## config.mk

```make
export PLATFORM = sky130hd
export DESIGN_NAME = tpot_front
export DESIGN_NICKNAME = d
export VERILOG_FILES = /design/src/rtl/core/tpot_pkg.sv /design/src/rtl/core/tpot_front.sv
export SDC_FILE = /design/constraint.sdc
export NUM_CORES = 1
export LEC_CHECK = 0
export ABC_AREA = 1
export BUFFER_PORTS_ARGS = -buffer_cell sky130_fd_sc_hd__buf_2
export CAP_MARGIN = 10
export CORE_MARGIN = 2
export CORE_UTILIZATION = 30
export CTS_BUF_LIST = sky130_fd_sc_hd__clkbuf_16
export CTS_CLUSTER_DIAMETER = 30
export DETAILED_ROUTE_END_ITERATION = 10
export PLACE_DENSITY_LB_ADDON = 0.08
export SLEW_MARGIN = 10
export SYNTH_ARGS = -nofsm -noshare
export SYNTH_HDL_FRONTEND = slang
export SYNTH_SLANG_ARGS = --single-unit
```

## constraint.sdc

```tcl
create_clock -name clk -period 16.6 [get_ports clk]
set_input_delay 2.49 -clock clk [delete_from_list [all_inputs] [get_ports clk]]
set_output_delay 2.49 -clock clk [all_outputs]
set_load 0.01 [all_outputs]
```

## src/rtl/core/tpot_pkg.sv

```systemverilog
`default_nettype none
package tpot_pkg;
  localparam int SLOTS = 64;
  localparam int SW = $clog2(SLOTS);

  localparam logic [1:0] FN_CREATE = 2'd0;
  localparam logic [1:0] FN_LISTEN = 2'd1;
  localparam logic [1:0] FN_SEGMENT = 2'd2;
  localparam logic [1:0] FN_RESERVED = 2'd3;

  localparam logic [1:0] PH_CLOSED = 2'd0;
  localparam logic [1:0] PH_LISTEN = 2'd1;
  localparam logic [1:0] PH_SYNRCVD = 2'd2;
  localparam logic [1:0] PH_ESTAB = 2'd3;

  localparam logic [2:0] ST_CREATED = 3'd0;
  localparam logic [2:0] ST_NO_FREE = 3'd1;
  localparam logic [2:0] ST_LISTENING = 3'd2;
  localparam logic [2:0] ST_NO_MATCH = 3'd3;
  localparam logic [2:0] ST_SILENT = 3'd4;
  localparam logic [2:0] ST_REPLY = 3'd5;

  localparam logic [7:0] FLAG_SYN = 8'h02;
  localparam logic [7:0] FLAG_ACK = 8'h10;
  localparam logic [7:0] FLAGS_SYNACK = 8'h12;
  localparam logic [31:0] INITIAL_SEQ = 32'd1000;

  typedef struct packed {
    logic [1:0]  func;
    logic [5:0]  bind_slot;
    logic [15:0] bind_port;
    logic [31:0] peer_ip;
    logic [15:0] peer_port;
    logic [15:0] target_port;
    logic [7:0]  seg_flags;
    logic [31:0] seg_seq;
    logic [3:0]  header_words;
    logic [15:0] seg_len;
  } in_item_t;

  typedef struct packed {
    logic [2:0]  status;
    logic [5:0]  slot_id;
    logic        reply_valid;
    logic [31:0] reply_ip;
    logic [15:0] reply_dst_port;
    logic [15:0] reply_src_port;
    logic [31:0] reply_seq;
    logic [31:0] reply_ack;
    logic [7:0]  reply_flags;
    logic [15:0] payload_len;
  } out_item_t;

  // Classified request handed from the front to the back.
  typedef struct packed {
    in_item_t    item;
    logic [15:0] pay_len;
  } cmd_t;
endpackage
`default_nettype wire

```

## src/rtl/core/tpot_front.sv

```systemverilog
`default_nettype none
module tpot_front (
  input  wire logic            clk,
  input  wire logic            rst_n,
  input  wire logic            in_push,
  output logic                 in_full,
  input  tpot_pkg::in_item_t   in_data,
  output logic                 q_valid,
  input  wire logic            q_take,
  output tpot_pkg::cmd_t       q_cmd
);
  import tpot_pkg::*;

  // Two-entry queue; payload length is worked out on the way in.
  cmd_t       mem_r [2];
  logic       wp_r, rp_r;
  logic [1:0] cnt_r;
  logic [16:0] diff;
  cmd_t       c;

  always_comb begin
    diff = {1'b0, in_data.seg_len} - {11'd0, in_data.header_words, 2'b00};
    c.item = in_data;
    c.pay_len = diff[16] ? 16'd0 : diff[15:0];
  end

  assign in_full = (cnt_r == 2'd2);
  assign q_valid = (cnt_r != 2'd0);
  assign q_cmd = mem_r[rp_r];

  always_ff @(posedge clk) begin
    if (in_push && !in_full) mem_r[wp_r] <= c;
  end

  always_ff @(posedge clk) begin
    if (!rst_n) begin
      wp_r <= 1'b0;
      rp_r <= 1'b0;
      cnt_r <= 2'd0;
    end else begin
      if (in_push && !in_full) wp_r <= ~wp_r;
      if (q_take) rp_r <= ~rp_r;
      cnt_r <= cnt_r + {1'b0, in_push && !in_full} - {1'b0, q_take};
    end
  end
endmodule
`default_nettype wire

```

# --- After elaboration in Yosys (flattened, before gate mapping) ---
# Memory sizes are Yosys's and may differ from the RTL's. A register that Yosys moved wholly into a read port is not among the register bits.
# Cells that the tools add are included.
totals:
  regBits: 4
  latch_bits: 0
  mem_bits_rw: 328
  romBits: 0
  out_inout_bits: 166
  wordCells: 18
  memories: 1
mem_list:
  columns: ["memory", "depth", "word_bits", "read_ports", "rd_clocked_by_memory_dff", "wr", "line", "source"]
  rows:
  - ["mem_r", 2, 164, 1, 1, 1, "tpot_front.sv:15", "cmd_t mem_r [2];"]
classes:
  addsub: 3
  multipliers: 0
  n_div: 0
  n_lt_le_gt_ge: 0
  n_eq_ne: 1
  shifts: 0
  n_mux: 5
  n_bitwise: 2
  reduce_logical: 3
ops:
  columns: ["op", "count"]
  rows:
  - ["16-bit by 6-bit subtractor with 17-bit output", 1]
  - ["16-bit 2-to-1 mux", 1]
  - ["1-bit 2-to-1 mux", 4]
  - ["2-bit by 1-bit adder with 2-bit output", 1]
  - ["2-bit == test, second input constant", 1]
  - ["1-bit inverter", 2]
  - ["2-bit nonzero test", 1]
  - ["2-bit by 1-bit subtractor with 2-bit output", 1]
  - ["1-bit logical AND", 1]
  - ["1-bit zero test", 1]

# --- Logic depth before layout (Yosys ltp) ---
# Gate-level depths: netlist (run 1).
logic_depth:
  ltp_word: 5
  ltp_mapped: 12
  mapped_depth_nobuf: 12

# --- Worst setup path before layout (run 1) ---
# Ideal clock, no wire load.
synth_path:
  path_type: "input to register"
  from: "in in_push"
  to: "mem mem_r[0][0] in the netlist's numbering, enable pin"
  setup_time_ps: 691
  arrival_ps: 9422
  required_time_ps: 15909
  slack_ps: 6488
  path_stages: 2
  n_path_buf: 0
  cell_sequence: "o21ai_1 nor2_1"
synth_via:
  elab_chain_len: 3
synth_rtl:
  columns: ["item", "line", "source"]
  rows:
  - ["start, declared", "tpot_front.sv:5", "input wire logic in_push,"]
  - ["1-bit logical AND", "tpot_front.sv:32", "if (in_push && !in_full) mem_r[wp_r] <= c;"]
  - ["1-bit 2-to-1 mux", "tpot_front.sv:32", null]
  - ["1-bit 2-to-1 mux (not written as such)", "tpot_front.sv:32", null]
  - ["end, declared", "tpot_front.sv:15", null]
# No other way between the ends.

==> results of run 1 <==
==> kinds of logic (layout without fill, tap and decap cells) <==
group,after synthesis,after routing,share of synthesized area
simple gates,91,91,0.0344
mux,164,164,0.146
buf+inv,50,509,0.0201
compound gates,14,14,0.00632
xor+xnor,2,2,0.00138
flops,333,333,0.785
fa+ha+maj,7,7,0.00750
other cells,0,1,0
==> per-layer routing <==
layer / GRT usage / wire length (um) / vias up / part of all wire
met1: 0.159 / 12300 / 3511 / 0.41
met3: 0.0584 / 2380 / 72 / 0.080
met4: 0.0528 / 768 / 4 / 0.026
met5: 0 / 31 / - / 0.0010
met2: 0.216 / 14400 / 228 / 0.48
li1: - / - / 3340 / -
==> power by group through the flow <==
stage / Clock (W) / Sequential (W) / Combinational [W]
floorplan: 0 / 0.00107 / 0.000149
global placement: 0 / 0.00106 / 0.000269
detailed placement: 0 / 0.00106 / 0.000268
CTS: 0.00160 / 0.00104 / 0.000270
global route: 0.00164 / 0.00105 / 0.000285
finish: 0.00156 / 0.00104 / 0.000260
==> registers in the layout (all words and copies together), names as in the netlist, named ones only <==
signal	count
rp_r	1
mem_r	328
cnt_r	2
wp_r	1
==> tightest hold or removal path, delay by kind of cell (launching register included) <==
kind | cells | cell delay [ps]
flops | 1 | 320
simple gates | 2 | 150
==> worst max-delay path by stage <==
stage,start,end,slack [ps],cells after the start
floorplan,in_push,mem_r[0][0],6490,2
global placement,in_push,mem_r[1][40],11460,5
detailed placement,in_push,mem_r[1][40],11450,5
CTS,flip-flop,q_cmd[70],11100,3
global route,flip-flop,q_cmd[70],11020,3
finish,flip-flop,q_cmd[70],11240,3
==> per-stage QoR <==
| step | setup WS [ps] | std cells |
|---|---|---|
| 2_1_floorplan | 6490 | 661 |
| 3_3_place_gp | 11460 | 1507 |
| 3_5_place_dp | 11450 | 1507 |
| 4_1_cts | 11100 | 1659 |
| 5_1_grt | 11020 | 1659 |
| 6_report | 11240 | 1660 |
==> area by class of cell <==
type                    count  area, um^2
repair buffers            325        1650
diodes                      1        2.50
inverters                  32         125
well taps                 539         674
multi-input cells         278        2490
clock inverters            70         717
clock buffers              82        2050
fillers                  3903       24200
flip-flops and latches    333        9950
==> layout by cell type (no fill, tap or decap), types with 5 or more instances in the layout <==
cell	instances
bufinv_16	12
a21oi_1	5
mux2_2	164
nor2_2	13
nand3_1	9
nor2_1	19
nand2_1	37
edfxtp_1	328
buf_4	8
clkinv_1	15
clkinv_2	15
ha_1	6
clkbuf_16	82
buf_2	317
inv_1	47
==> impl_metrics.yaml, run 1 <==
finish:
  postLayoutCellArea_mm2: 0.0177
  drive_gt1_frac: 0.567
  postLayoutCoreUtil: 0.422
  final_nets: 1210
  area_growth_pct: 39.3
cts:
  cts_buffers: 81
  h-tree-depth: 3
  clk_path_buf_depth: 3
  clock_latency_ps: 590
  postCtsSetupBuffers: 0
  clock-sinks: 333
  cts.repair.resized: 0
  ctsHoldBuffers: 0
  cts_root_buffer: "clkbuf_16"
  cts_tree: "yes"
  clk_pin_slew_ps: 40
power:
  p_sw_frac: 0.227
  p_sw_w: 0.000650
  power.internal_w: 0.00221
  clock_power_share: 0.545
  power_w: 0.00286
  p_leak_nw: 6.86
  power_frac_seq: 0.364
  ir_worst_vdd_mv: 0.117
  powerDensity_mw_per_mm2: 162
  combPwrFrac: 0.091
placed_design:
  gp_congestion: 0.767
  place_area_mm2: 0.0149
  io_buffers: 317
  dp_hpwl_um: 19100
synthesis:
  synth_common_cells: "edfxtp_1, mux2_2, nand2_1"
  yosys.area.top_type_share: 0.777
  synth-edff-count: 328
  synth-seq-cells: 333
  synth_top_flop_cell: "edfxtp_1"
  synthCells: 661
  async_flop_share: 0
  netlist_top_cells_area: "edfxtp_1, mux2_2, nand2_1"
  ys_warn_count: 0
  yosysUniqueCellTypes: 28
  synth_nets: 820
  yosysTopAreaCell: "edfxtp_1"
  syn_area_mm2: 0.0127
  ys_seq_area_frac: 0.785
  syn_area_per_cell_um2: 19.2
  synth.most_common_cell: "edfxtp_1"
flow_run:
  max_cap_violations: 0
global_routing:
  grt_max_degree: 69
  antenna_found_initial: 2
  track_usage: 0.134
  grt-ovfl-total: 0
  grt_first_pass_wirelength_um: 44000
  grt_pass1_vias: 7401
route:
  drt-wirelength-per-cell_um: 18.0
  via_per_inst: 4.31
  vias: 7155
  drt-total-wl_um: 29900
  dr.pass1.iters: 4
  drc: 0
  ant_nets: 0
  drt_iter0_drc: 317
sta:
  timing.hold.ws_ps: 499
  period_share: 0.323
  hold_viol_final: 0
  clock_skew_ps: 20.0
  tightest_slew_ps: 1000
  finalMaxSlewViolations: 0
  relSlewSlack: 0.332
  finalSetupViolCount: 0
  fin_setup_tns_ps: 0
  fmax_mhz: 186
  grt_setup_unrepaired: "false"
  final.min_clock_period_ps: 5360
floorplanning:
  die_area_mm2: 0.0439
  die_h_um: 210
  core_area_mm2: 0.0419
  die_w_um: 210
  rows: 75
  num_io_pins: 318
  start_util: 0.303
hold_path:
  min_path_cells: 2
  hp-class: "reg2reg"
  hold_start: "rp_r"
  holdPathEnd: "rp_r"
critical_path:
  crit_family: "buffers and inverters"
  path_max_fanout: 68
  slowest_delay_ps: 850
  cp_num_buf_inv: 2
  crit_arrival_ps: 2870
  rr_worst_depth: 5
  slowest_stage: "buf_4"
  r2r_start: "cnt_r[1]"
  worstReg2RegEnd: "mem_r[1][16]"
  rrSetupSlack_ps: 13680
  critPathKind: "reg2out"
  crit_path_end_kind: "output pin"
  start_kind: "flip-flop"
  crit_required_ps: 14110
  worstPathCellList: "buf_4, mux2_2, buf_2"
run_status:
  status: "finished, final reports clean"
Power figures use the tool's default switching activity.
==> inputs of run 2 (changes only) <==
Clock period 16.6 ns to 5.55 ns, I/O delays scaled along.
==> impl_metrics.yaml, run 2 (synthesis gave the netlist of run 1 again) <==
sta:
  finalSetupViolCount: 0
  fin_setup_tns_ps: 0
  fin_ws_ps: 2300
  hold_viol_final: 0
  grt_setup_unrepaired: "false"
  relSlewSlack: 0.470
  finalMaxSlewViolations: 0
  tightest_slew_ps: 794
  period_share: 0.586
  final.min_clock_period_ps: 3250
  timing.hold.ws_ps: 425
  fmax_mhz: 308
  clock_skew_ps: 24.3
route:
  drc: 0
  drt_iter0_drc: 291
  drt-wirelength-per-cell_um: 18.7
  dr.pass1.iters: 4
  ant_nets: 0
  drt-total-wl_um: 31100
  via_per_inst: 4.33
  vias: 7191
global_routing:
  track_usage: 0.140
  antenna_found_initial: 3
  grt-ovfl-total: 0
  grt_pass1_vias: 7542
  grt_max_degree: 88
  grt_first_pass_wirelength_um: 45500
finish:
  final_cell_mix: "edfxtp_1, buf_2, mux2_2"
  nFillCells: 3885
  postLayoutCellArea_mm2: 0.0176
  register_area_mm2: 0.00995
  final_common_cell: "edfxtp_1"
  final_nets: 1212
  drive_gt1_frac: 0.570
  area_growth_pct: 38.8
  regMostFlops: "mem_r"
  largest_reg_flops: 328
  reg.largest.list: "mem_r (328), cnt_r (2)"
  multi_input_comb_area_mm2: 0.00249
cts:
  cts_buffers: 83
  postCtsSetupBuffers: 0
  clock-sinks: 333
  cts.repair.resized: 0
  clk_path_buf_depth: 3
  ctsHoldBuffers: 0
  clock_latency_ps: 600
  clk_pin_slew_ps: 40
  cts_tree: "yes"
  h-tree-depth: 3
  cts_root_buffer: "clkbuf_16"
critical_path:
  path_max_fanout: 48
  crit_path_end_kind: "output pin"
  crit_required_ps: 4720
  crit_arrival_ps: 2420
  critPathKind: "reg2out"
  start_kind: "flip-flop"
flow_run:
  max_cap_violations: 0
placed_design:
  place_area_mm2: 0.0149
  io_buffers: 317
  dpl_worst_slack_ps: 2680
  gp_congestion: 0.739
  dp_hpwl_um: 20500
floorplanning:
  start_util: 0.303
  core_area_mm2: 0.0419
  die_area_mm2: 0.0439
  die_w_um: 210
  rows: 75
  num_io_pins: 318
  die_h_um: 210
power:
  p_leak_nw: 6.81
  power_w: 0.00840
  ir_worst_vdd_mv: 0.246
  powerDensity_mw_per_mm2: 477
run_status:
  status: "finished, final reports clean"
hold_path:
  hp-class: "in2reg"
[run 2: changes by cell type in the layout (fill, tap and decap cells not counted), sizes merged]
| cell | before | now |
|---|---|---|
| clkinvlp | 4 | 6 |
| clkbuf | 82 | 84 |
| bufinv | 12 | 7 |
| clkinv | 34 | 40 |
| inv | 52 | 46 |
[run 2: final timing paths]
path	from	to	slack (ps)	cells after the start
setup / recovery	flip-flop	q_cmd[100]	2300	3
hold / removal	in_data[130]	mem_r[0][146]	420	1
setup reg to reg	cnt_r[0]	mem_r[1][122]	3280	4
hold reg to reg	cnt_r[1]	cnt_r[1]	500	2
[run 2: metal layers]
metal / global-route usage / up-vias / share of wire
met5: 0 / - / 0.0013
met2: 0.233 / 237 / 0.50
met3: 0.0482 / 56 / 0.069
met4: 0.0641 / 6 / 0.025
li1: - / 3350 / -
met1: 0.163 / 3542 / 0.41
[run 2: cell type report]
class	instances	share of cell area
antenna	1	0.000142
clock buffer	84	0.119
clock inverter	67	0.0323
inverter	32	0.00711
multi-input combinational	278	0.142
sequential	333	0.565
tap	539	0.0383
timing repair buffer	325	0.0957
[run 2: power by group]
group / switching (W) / internal (W)
clock: 0.00144 / 0.00305
combinational: 0.000457 / 0.000322
sequential: 0.0000625 / 0.00306
total: 0.00196 / 0.00644
[run 2: worst max-delay path, stage by stage, from the launching register on]
cell	delay [ps]
dfxtp_4	640
buf_4	570
mux2_2	410
buf_2	140
[run 2: stage by stage]
step | utilization | cells
2_1_floorplan | - | 661
3_3_place_gp | 0.357 | 1507
3_5_place_dp | 0.357 | 1507
4_1_cts | 0.421 | 1658
5_1_grt | 0.421 | 1658
6_report | 0.421 | 1659
==> inputs of run 3 (changes only) <==
Clock period 5.55 ns to 3.16 ns, I/O delays scaled along.
==> impl_metrics.yaml, run 3 (synthesis gave the netlist of run 1 again) <==
floorplanning:
  num_io_pins: 318
  die_area_mm2: 0.0439
  core_area_mm2: 0.0419
  start_util: 0.303
  die_w_um: 210
  rows: 75
  die_h_um: 210
finish:
  regMostFlops: "mem_r"
  area_growth_pct: 42.7
  final_common_cell: "edfxtp_1"
  final_cell_mix: "edfxtp_1, buf_2, mux2_2"
  insertedDiodeCount: 0
  nFillCells: 3835
  register_area_mm2: 0.00995
  reg.largest.list: "mem_r (328), cnt_r (2)"
  final_nets: 1226
  postLayoutCellArea_mm2: 0.0181
  largest_reg_flops: 328
  drive_gt1_frac: 0.580
  instances_no_fill: 1676
  multi_input_comb_area_mm2: 0.00250
cts:
  clk_path_buf_depth: 3
  ctsHoldBuffers: 0
  clock_latency_ps: 580
  cts_root_buffer: "clkbuf_16"
  cts_buffers: 85
  postCtsSetupBuffers: 0
  cts.repair.resized: 0
  clock-sinks: 333
  clk_pin_slew_ps: 40
  cts_tree: "yes"
  h-tree-depth: 3
critical_path:
  crit_path_end_kind: "output pin"
  crit_family: "buffers and inverters"
  worstPathCellList: "buf_12, mux2_2, buf_2"
  start_kind: "flip-flop"
  slowest_stage: "dfxtp_4"
  crit_arrival_ps: 2030
  path_max_fanout: 65
  crit_required_ps: 2690
  slowest_delay_ps: 470
  cp_num_buf_inv: 2
  critPathKind: "reg2out"
sta:
  final.min_clock_period_ps: 2510
  timing.hold.ws_ps: 65.0
  clock_skew_ps: 16.3
  hold_viol_final: 0
  finalMaxSlewViolations: 0
  grt_setup_unrepaired: "false"
  tightest_slew_ps: 486
  fmax_mhz: 399
  period_share: 0.793
  relSlewSlack: 0.675
  finalSetupViolCount: 0
global_routing:
  grt_pass1_vias: 7608
  grt_max_degree: 73
  track_usage: 0.136
  antenna_found_initial: 1
  grt_first_pass_wirelength_um: 44800
  grt-ovfl-total: 0
route:
  wl_met1_um: 12900
  wl_met3_um: 2230
  drc: 0
  dr_wl_met2_um: 14500
  drt-total-wl_um: 30200
  drt-wirelength-per-cell_um: 18.0
  ant_nets: 0
  drt_iter0_drc: 287
  via_per_inst: 4.33
  top_layer: "met4"
  dr.pass1.iters: 4
  vias: 7250
placed_design:
  dp.cells: 1519
  place_area_mm2: 0.0152
  gp_congestion: 0.750
  dp_hpwl_um: 20200
  io_buffers: 317
power:
  powerDensity_mw_per_mm2: 864
  ir_worst_vdd_mv: 0.413
  p_leak_nw: 7.03
flow_run:
  max_cap_violations: 0
run_status:
  status: "finished, final reports clean"
hold_path:
  hp-class: "in2reg"
run 3: changes by cell type in the layout (fill, tap and decap cells not counted), sizes merged:
cell and change:
buf +12, clkbuf +1, clkinvlp -2, diode -1
inv -2, bufinv +9
run 3: layout make-up:
cell class | count | area share
Sequential cell | 333 | 0.550
Inverter | 32 | 0.00691
Tap cell | 539 | 0.0373
Multi-Input combinational cell | 278 | 0.138
Clock buffer | 85 | 0.118
Timing Repair Buffer | 337 | 0.105
Clock inverter | 72 | 0.0451
run 3: final timing paths:
check / startpoint / endpoint / slack (ps) / cells past startpoint
max: flip-flop / q_cmd[163] / 650 / 3
min: in_data[90] / mem_r[0][106] / 60 / 1
max reg2reg: cnt_r[1] / mem_r[1][137] / 1330 / 4
min reg2reg: rp_r / rp_r / 490 / 2
run 3: metal layers:
| layer | up-vias | GRT usage |
|---|---|---|
| li1 | 3392 | - |
| met1 | 3572 | 0.166 |
| met2 | 226 | 0.216 |
| met3 | 60 | 0.0551 |
| met4 | 0 | 0.0558 |
| met5 | - | 0 |
run 3: power breakdown:
part | total, W | internal (W) | leakage (nW) | switching (W)
combinational | 0.00147 | 0.000624 | 2.46 | 0.000843
clock | 0.00871 | 0.00616 | 1.47 | 0.00255
sequential | 0.00546 | 0.00537 | 3.10 | 0.0000861
run 3: through the flow:
step	setup slack [ps]	TNS, ps	total power, W	utilization
finish	653	0	0.0156	0.432
global route	529	0	0.0163	0.432
CTS	570	0	0.0159	0.432
detailed placement	1010	0	0.00705	0.362
global placement	1020	0	0.00704	0.362
floorplan	-252	-79820	0.00633	-
run 3: worst register-to-register path, stage by stage, from the launching register on:
cell and delay (ps):
dfxtp_1 310, inv_1 140, o21ai_4 110, nor2_4 400, buf_12 420
